--- src/design/ata_pkg.sv ---
package ata_pkg;

    localparam int unsigned WINDOW_LENGTH = 5;

    localparam int unsigned SAMPLE_W = 12;
    localparam int unsigned AVG_W    = 12;
    localparam int unsigned THR_W    = 12;
    localparam int unsigned INTV_W   = 16;
    localparam int unsigned DUR_W    = 32;

    localparam int unsigned IN_DATA_W  = 16;
    localparam int unsigned OUT_DATA_W = 48;

    localparam int unsigned CFG_INDEX_W = 1;
    localparam int unsigned CFG_DATA_W  = 16;

    localparam logic [CFG_INDEX_W-1:0] CFG_THRESHOLD = 1'b0;
    localparam logic [CFG_INDEX_W-1:0] CFG_INTERVAL  = 1'b1;

    localparam logic [THR_W-1:0]  THR_RESET  = 12'd1000;
    localparam logic [INTV_W-1:0] INTV_RESET = 16'd1000;

    localparam int unsigned SAMPLE_MAX = 4095;
    localparam int unsigned MV_NUM     = 3675;
    localparam int unsigned MV_DEN     = 4095;

    localparam int unsigned POS_W   = (WINDOW_LENGTH > 1) ? $clog2(WINDOW_LENGTH) : 1;
    localparam int unsigned SUM_MAX = SAMPLE_MAX * WINDOW_LENGTH;
    localparam int unsigned SUM_W   = $clog2(SUM_MAX + 1);

    // full-scale divisor of the average: 4095 * window length
    localparam int unsigned DEN = MV_DEN * WINDOW_LENGTH;

    localparam longint unsigned P_MAX = longint'(SUM_MAX) * longint'(MV_NUM);
    localparam int unsigned     P_W   = $clog2(P_MAX + 1);

    // hysteresis: sum*3675*20 against thr*DEN*21 and thr*DEN*19
    localparam longint unsigned THR_HI_K  = longint'(DEN) * 21;
    localparam longint unsigned THR_LO_K  = longint'(DEN) * 19;
    localparam longint unsigned SCALE_MAX = P_MAX * 20;
    localparam longint unsigned THR_MAX   = longint'(SAMPLE_MAX) * THR_HI_K;
    localparam int unsigned     CMP_W     = $clog2(((SCALE_MAX > THR_MAX) ? SCALE_MAX : THR_MAX)
                                                   + 1);

    // floor reciprocal of DEN; the quotient estimate is low by at most one
    localparam int unsigned     RECIP_K = P_W;
    localparam longint unsigned RECIP_M = (longint'(1) << RECIP_K) / DEN;
    localparam int unsigned     M_W     = $clog2(RECIP_M + 1);

    typedef struct packed {
        logic [DUR_W-1:0] duration;
        logic             cleared;
        logic             raised;
        logic             active;
    } alarm_t;

endpackage

--- src/design/averaged_threshold_alarm.sv ---
// Pipeline: after its sample transfer, a result passes the sum, product, alarm/quotient
// and correction stages in order; the correction writes the output register.
// Throughput: one sample per cycle; the running sum and the alarm state each update
// once per sample, and every stage holds while the next one is full and stalled.
// Reset (rst_n low, asynchronous): sample ring, sum, alarm and duration cleared,
// threshold 1000 mV, interval 1000 ms, no result pending.
module averaged_threshold_alarm
(
    input  logic                              clk,
    input  logic                              rst_n,
    input  logic                              s_tvalid,
    output logic                              s_tready,
    input  logic [ata_pkg::IN_DATA_W-1:0]     s_tdata,   // raw_sample[11:0], zero pad
    output logic                              m_tvalid,
    input  logic                              m_tready,
    // average_mv[11:0], alarm_active, alarm_raised, alarm_cleared,
    // alarm_duration_ms[31:0], zero pad
    output logic [ata_pkg::OUT_DATA_W-1:0]    m_tdata,
    input  logic                              cfg_valid,
    output logic                              cfg_ready,
    input  logic [ata_pkg::CFG_INDEX_W-1:0]   cfg_index,
    input  logic [ata_pkg::CFG_DATA_W-1:0]    cfg_data
);

    localparam int unsigned SW  = ata_pkg::SAMPLE_W;
    localparam int unsigned PW  = ata_pkg::POS_W;
    localparam int unsigned SMW = ata_pkg::SUM_W;
    localparam int unsigned PRW = ata_pkg::P_W;
    localparam int unsigned CW  = ata_pkg::CMP_W;
    localparam int unsigned AW  = ata_pkg::AVG_W;
    localparam int unsigned DW  = ata_pkg::DUR_W;
    localparam int unsigned MW  = ata_pkg::M_W;

    localparam logic [MW-1:0]  RECIP_M_C = MW'(ata_pkg::RECIP_M);
    localparam logic [PRW-1:0] DEN_C     = PRW'(ata_pkg::DEN);
    localparam logic [CW-1:0]  THR_HI_C  = CW'(ata_pkg::THR_HI_K);
    localparam logic [CW-1:0]  THR_LO_C  = CW'(ata_pkg::THR_LO_K);

    // configuration
    logic [ata_pkg::THR_W-1:0]  thr_reg;
    logic [ata_pkg::INTV_W-1:0] intv_reg;
    logic [CW-1:0]              thr_hi_reg;
    logic [CW-1:0]              thr_lo_reg;

    // window state
    logic [SW-1:0]  window_reg [ata_pkg::WINDOW_LENGTH];
    logic [PW-1:0]  pos_reg;
    logic [PW-1:0]  pos_next;
    logic [SMW-1:0] sum_reg;
    logic [SMW-1:0] sum_next;

    // alarm state
    logic          alarm_reg;
    logic          alarm_next;
    logic [DW-1:0] dur_reg;
    logic [DW-1:0] dur_next;

    // pipeline
    logic                  s1_valid_reg;
    logic [SMW-1:0]        s1_sum_reg;
    logic                  s2_valid_reg;
    logic [PRW-1:0]        s2_p_reg;
    logic                  s3_valid_reg;
    logic [PRW-1:0]        s3_p_reg;
    logic [AW-1:0]         s3_q_reg;
    ata_pkg::alarm_t       s3_alarm_reg;
    logic                  out_valid_reg;
    logic [AW-1:0]         out_avg_reg;
    ata_pkg::alarm_t       out_alarm_reg;

    logic ready_out;
    logic ready3;
    logic ready2;
    logic ready1;
    logic s_accept;

    logic [SW-1:0]      sample;
    logic [CW-1:0]      scaled;
    logic               above;
    logic               below;
    logic               raised;
    logic               cleared;
    logic               flag_mid;
    logic [DW-1:0]      dur_base;
    logic [DW:0]        dur_sum;
    ata_pkg::alarm_t    alarm_now;
    logic [PRW+MW-1:0]  q_prod;
    logic [PRW+MW-1:0]  q_shift;
    logic [AW-1:0]      q_est;
    logic [PRW-1:0]     q_den;
    logic [PRW-1:0]     q_rem;
    logic [AW-1:0]      avg_fix;

    assign ready_out = !out_valid_reg || m_tready;
    assign ready3    = !s3_valid_reg || ready_out;
    assign ready2    = !s2_valid_reg || ready3;
    assign ready1    = !s1_valid_reg || ready2;
    assign s_tready  = ready1;
    assign s_accept  = s_tvalid && ready1;
    assign cfg_ready = 1'b1;

    assign sample = s_tdata[SW-1:0];

    always_comb
    begin
        sum_next = sum_reg - SMW'(window_reg[pos_reg]) + SMW'(sample);
        if (pos_reg == PW'(ata_pkg::WINDOW_LENGTH - 1))
        begin
            pos_next = '0;
        end
        else
        begin
            pos_next = pos_reg + PW'(1);
        end
    end

    // hysteresis decision and duration update
    always_comb
    begin
        scaled   = CW'({s2_p_reg, 4'b0000}) + CW'({s2_p_reg, 2'b00});
        above    = scaled > thr_hi_reg;
        below    = scaled < thr_lo_reg;
        raised   = above && !alarm_reg;
        flag_mid = alarm_reg || raised;
        cleared  = below && flag_mid;
        alarm_next = flag_mid && !cleared;
        dur_base = raised ? '0 : dur_reg;
        dur_sum  = {1'b0, dur_base} + (DW + 1)'(intv_reg);
        if (!alarm_next)
        begin
            dur_next = dur_base;
        end
        else if (dur_sum[DW])
        begin
            dur_next = '1;
        end
        else
        begin
            dur_next = dur_sum[DW-1:0];
        end
        alarm_now.duration = dur_next;
        alarm_now.cleared  = cleared;
        alarm_now.raised   = raised;
        alarm_now.active   = alarm_next;
    end

    // average: reciprocal estimate, then one correction step
    assign q_prod  = s2_p_reg * RECIP_M_C;
    assign q_shift = q_prod >> ata_pkg::RECIP_K;
    assign q_est   = q_shift[AW-1:0];
    assign q_den   = PRW'(s3_q_reg) * DEN_C;
    assign q_rem   = s3_p_reg - q_den;
    assign avg_fix = (q_rem >= DEN_C) ? s3_q_reg + AW'(1) : s3_q_reg;

    always_ff @(posedge clk or negedge rst_n)
    begin
        if (!rst_n)
        begin
            thr_reg    <= ata_pkg::THR_RESET;
            intv_reg   <= ata_pkg::INTV_RESET;
            thr_hi_reg <= CW'(longint'(ata_pkg::THR_RESET) * ata_pkg::THR_HI_K);
            thr_lo_reg <= CW'(longint'(ata_pkg::THR_RESET) * ata_pkg::THR_LO_K);
            for (int i = 0; i < ata_pkg::WINDOW_LENGTH; i++)
            begin
                window_reg[i] <= '0;
            end
            pos_reg       <= '0;
            sum_reg       <= '0;
            alarm_reg     <= 1'b0;
            dur_reg       <= '0;
            s1_valid_reg  <= 1'b0;
            s2_valid_reg  <= 1'b0;
            s3_valid_reg  <= 1'b0;
            out_valid_reg <= 1'b0;
        end
        else
        begin
            if (cfg_valid)
            begin
                case (cfg_index)
                    ata_pkg::CFG_THRESHOLD: thr_reg  <= cfg_data[ata_pkg::THR_W-1:0];
                    ata_pkg::CFG_INTERVAL:  intv_reg <= cfg_data[ata_pkg::INTV_W-1:0];
                    default: ;
                endcase
            end
            thr_hi_reg <= CW'(thr_reg) * THR_HI_C;
            thr_lo_reg <= CW'(thr_reg) * THR_LO_C;

            if (s_accept)
            begin
                window_reg[pos_reg] <= sample;
                pos_reg             <= pos_next;
                sum_reg             <= sum_next;
            end
            if (s2_valid_reg && ready3)
            begin
                alarm_reg <= alarm_next;
                dur_reg   <= dur_next;
            end

            if (ready1)
            begin
                s1_valid_reg <= s_tvalid;
            end
            if (ready2)
            begin
                s2_valid_reg <= s1_valid_reg;
            end
            if (ready3)
            begin
                s3_valid_reg <= s2_valid_reg;
            end
            if (ready_out)
            begin
                out_valid_reg <= s3_valid_reg;
            end
        end
    end

    // payload: no reset
    always_ff @(posedge clk)
    begin
        if (s_accept)
        begin
            s1_sum_reg <= sum_next;
        end
        if (ready2 && s1_valid_reg)
        begin
            s2_p_reg <= PRW'(s1_sum_reg) * PRW'(ata_pkg::MV_NUM);
        end
        if (ready3 && s2_valid_reg)
        begin
            s3_p_reg     <= s2_p_reg;
            s3_q_reg     <= q_est;
            s3_alarm_reg <= alarm_now;
        end
        if (ready_out && s3_valid_reg)
        begin
            out_avg_reg   <= avg_fix;
            out_alarm_reg <= s3_alarm_reg;
        end
    end

    assign m_tvalid = out_valid_reg;
    assign m_tdata  = {1'b0, out_alarm_reg.duration, out_alarm_reg.cleared,
                       out_alarm_reg.raised, out_alarm_reg.active, out_avg_reg};

    a_sum_range: assert property (@(posedge clk) disable iff (!rst_n)
        sum_reg <= SMW'(ata_pkg::SUM_MAX))
        else $error("window sum beyond full scale");

    a_pos_range: assert property (@(posedge clk) disable iff (!rst_n)
        pos_reg <= PW'(ata_pkg::WINDOW_LENGTH - 1))
        else $error("write position beyond window");

    a_alarm_hold: assert property (@(posedge clk) disable iff (!rst_n)
        !(s2_valid_reg && ready3) |=> $stable(alarm_reg) && $stable(dur_reg))
        else $error("alarm state changed without an item");

    a_raise_active: assert property (@(posedge clk) disable iff (!rst_n)
        out_valid_reg && out_alarm_reg.raised |-> out_alarm_reg.active
                                               && !out_alarm_reg.cleared)
        else $error("raise without active alarm");

    a_clear_idle: assert property (@(posedge clk) disable iff (!rst_n)
        out_valid_reg && out_alarm_reg.cleared |-> !out_alarm_reg.active)
        else $error("clear with alarm still active");

endmodule

--- config.mk ---
export PLATFORM = sky130hd
export DESIGN_NAME = averaged_threshold_alarm
export DESIGN_NICKNAME = d
export VERILOG_FILES = /design/src/design/ata_pkg.sv /design/src/design/averaged_threshold_alarm.sv
export SDC_FILE = /design/constraint.sdc
export NUM_CORES = 2
export LEC_CHECK = 0
export ABC_AREA = 0
export BUFFER_PORTS_ARGS = -buffer_cell sky130_fd_sc_hd__buf_2
export CORE_ASPECT_RATIO = 1.25
export CORE_UTILIZATION = 30
export CTS_CLUSTER_SIZE = 12
export DETAILED_ROUTE_END_ITERATION = 8
export PLACE_DENSITY = 0.44
export SLEW_MARGIN = 30
export SYNTH_ARGS = -nofsm -noshare
export SYNTH_HDL_FRONTEND = slang
export SYNTH_SLANG_ARGS = --single-unit
--- constraint.sdc ---
create_clock -name clk -period 15.6 [get_ports clk]
set_input_delay 2.34 -clock clk [delete_from_list [all_inputs] [get_ports clk]]
set_output_delay 2.34 -clock clk [all_outputs]
set_load 0.01 [all_outputs]
==> summary.md <==
| Metric | Value |
|---|---|
| First-iteration detailed-routing DRC count | 982 |
| Worst-path fanout max | 30 |
| Yosys top cell by area | fa_1 |
| Die width | 327 um |
| WL final | 97.1 mm |
| Post-synth EDFFs | 163 |
| Fmax | 0.109 GHz |
| Commonest non-fill, non-tap cell in the layout | inv_1 |
| Sequential share of the synthesized area | 25.3% |
| Wire length per cell | 17.2 um |
| Async SR Flop Fraction | 55.6% |
| Crit path time final | 9.19 ns |
| Post-synth cell types | 94 |
| Slew @ Worst Pin | 0.913 ns |
| Most used cell, CP | o21ai_0 |
| Flops & latches, synth | 367 |
| Die ar. | 134000 sq um |
| CTS max path bufs | 3 |
| CTS tree | built |
| Number of global-route vias before repair | 27703 |
| Initial antenna violation count | 14 |
| RSZ-0062 raised after global routing | false |
| Pin count of the biggest net entering global routing | 91 |
| Hold-fix buffers, CTS | 0 |
| Final Skew | 0.0403 ns |
| Layout cell share with drive strength beyond 1 | 8.42% |
| Final Cycle Share | 58.9% |
| Critical path required time | 15.97 ns |
| Sequential cell area | 10000 sq um |
| Number of flip-flops in the largest register | 60 |
| First-pass GRT wire length | 158 mm |
| Clock Root Buffer | clkbuf_16 |
| Fillcell total | 13507 |
| Htree depth | 2 |
| Detailed Routing Iterations Pass 1 | 5 |
| Status | complete, no violations |
| Endpoints failing setup | 0 |
| Buf/Inv on CP | 1 |
| GRT Residual Overflow | 0 |
| Max incr delay on CP | 0.63 ns |
| GRT Util Overall | 15.1% |
| Worst skew pair latency | 0.64 ns |
| CP endpoint kind | register |
| Critical path arrival | 9.57 ns |
| # port buffers | 82 |
| Syn_area_per_cell | 10.5 sq um |
| Syn Inst Count | 3787 |
| Slew Limit Headroom | 39.0% |
| Most frequent cells in the layout | inv_1, ha_1, fa_1 |
| Clock slew seen by the registers of the worst setup and hold paths | 0.06 ns |
| Total of max-cap violations | 0 |
| Post_cts resized | 0 |
| Core Box Area | 131000 sq um |
| Synth area leaders | fa_1, ha_1, edfxtp_1 |
| Final Hold Violating Endpoints | 0 |
| Multi-input logic area | 25900 sq um |
| DIE HEIGHT | 408 um |
| Final nets | 4972 |
| DRC | 0 |
| Num ports | 89 |
| Slew Viols, Final | 0 |
| CP startpoint kind | register |
| Mapped Area | 39600 sq um |
| Setup_tns | 0 ns |
| Synth warn | 0 |
| GPL Wtd Cong | 0.801 |
| CP max stage cell | a211o_2 |
| # rows | 148 |
| HPWL Detailed | 81.3 mm |
| Clock sinks | 367 |
| Worst setup path class | register to register |
| Post-route ant nets | 0 |
| Yosys top cell area share | 24.1% |
| CTS Buf Count | 45 |
| Area added between synthesis and finish | 10.2% |
| Initial Util | 30.4% |
| Post-Syn Nets | 4888 |
| Post-CTS Setup Repair Bufs | 0 |
| Vias per inst | 4.50 |
| Ys flop type | dfrtp_1 |
| Top Family by Delay on Critical Path | compound AO/OA/AOI/OAI gates |
| Via Count | 25374 |
| Hold Path Class | register to register |
[stage by stage]
stage | util [%] | hold slack [ns] | cell area, sq um | setup slack [ns] | cells
3_3_place_gp | 32.2 | 0.401 | 42100 | 6.24 | 5549
3_5_place_dp | 32.2 | 0.408 | 42100 | 6.22 | 5549
2_1_floorplan | - | 0.400 | 39600 | 8.10 | 3787
6_report | 33.4 | 0.417 | 43700 | 6.41 | 5635
4_1_cts | 33.4 | 0.419 | 43700 | 6.22 | 5633
5_1_grt | 33.4 | 0.421 | 43700 | 5.68 | 5635
[worst register-to-register path, delay by kind of cell (launching register included)]
| family | cells | cell delay, ns |
|---|---|---|
| buffers and inverters | 1 | 0.23 |
| xor gates and xnor gates | 1 | 0.21 |
| adders and majority gates | 4 | 1.44 |
| AOI/OAI and AO/OA | 16 | 4.81 |
| and+or+nand+nor | 7 | 1.71 |
| DFF | 1 | 0.60 |
[synth_stat cells (6+ instances only)]
cell       count
buf_2          7
dfstp_2       38
or2_2         11
and2_1        31
nand2b_1      15
mux2_2        63
nor4_1        10
nand3_1       45
o21bai_1      13
a31oi_1       23
nor3_1        55
xor2_1        51
o21ai_1        7
dfrtp_1      166
nor2_1       129
mux4_2        12
edfxtp_1     163
o2111ai_1      6
a211oi_1      25
ha_1         585
o21ai_0      145
or3_1         16
o21a_1        27
fa_1         478
nor2b_1       17
a21oi_1      116
clkbuf_1      46
a21o_1        82
nand4_1       32
o211ai_1      22
a211o_1        6
o31ai_1        6
o22a_1        14
inv_1        925
and3_1        21
nand2_1      156
xnor2_1      110
[kinds of logic after synthesis]
| group | synth area share, % |
|---|---|
| buffers and inverters | 9.46 |
| multiplexers | 2.60 |
| AO/OA/AOI/OAI | 9.49 |
| AND/OR/NAND/NOR | 6.86 |
| XOR/XNOR | 3.61 |
| flip-flops | 25.3 |
| adder cells (fa/ha/maj) | 42.6 |
| other | 0.0189 |
[area by class of cell]
type,count,area share [%]
Antenna cell,2,0.0115
Sequential cell,367,23.0
Clock inverter,24,0.613
Clock buffer,60,2.94
Tap cell,1725,4.94
Inverter,927,7.98
Multi-Input combinational cell,2432,59.3
Timing Repair Buffer,98,1.24
[final timing paths]
kind	to	slack, ns	start	cells past startpoint
setup / recovery	s3_alarm_reg[21]	6.41	s2_p_reg[5]	29
max in group asynchronous	dur_reg[26]	12.54	rst_n	2
setup reg to reg	s3_alarm_reg[21]	6.41	s2_p_reg[5]	29
hold reg to reg	m_tdata[35]	0.42	s3_alarm_reg[23]	0
hold / removal	m_tdata[35]	0.42	s3_alarm_reg[23]	0
min in group asynchronous	window_reg[49]	1.72	rst_n	1
[per-layer routing]
metal,track usage [%],wire [um]
met1,19.3,43400
met2,27.0,49000
met3,1.51,2170
met4,4.03,2620
met5,0,0
Power is left out: the tool's default activity adds up to more than one toggle a clock period on the data nets, which glitch-free logic cannot reach.
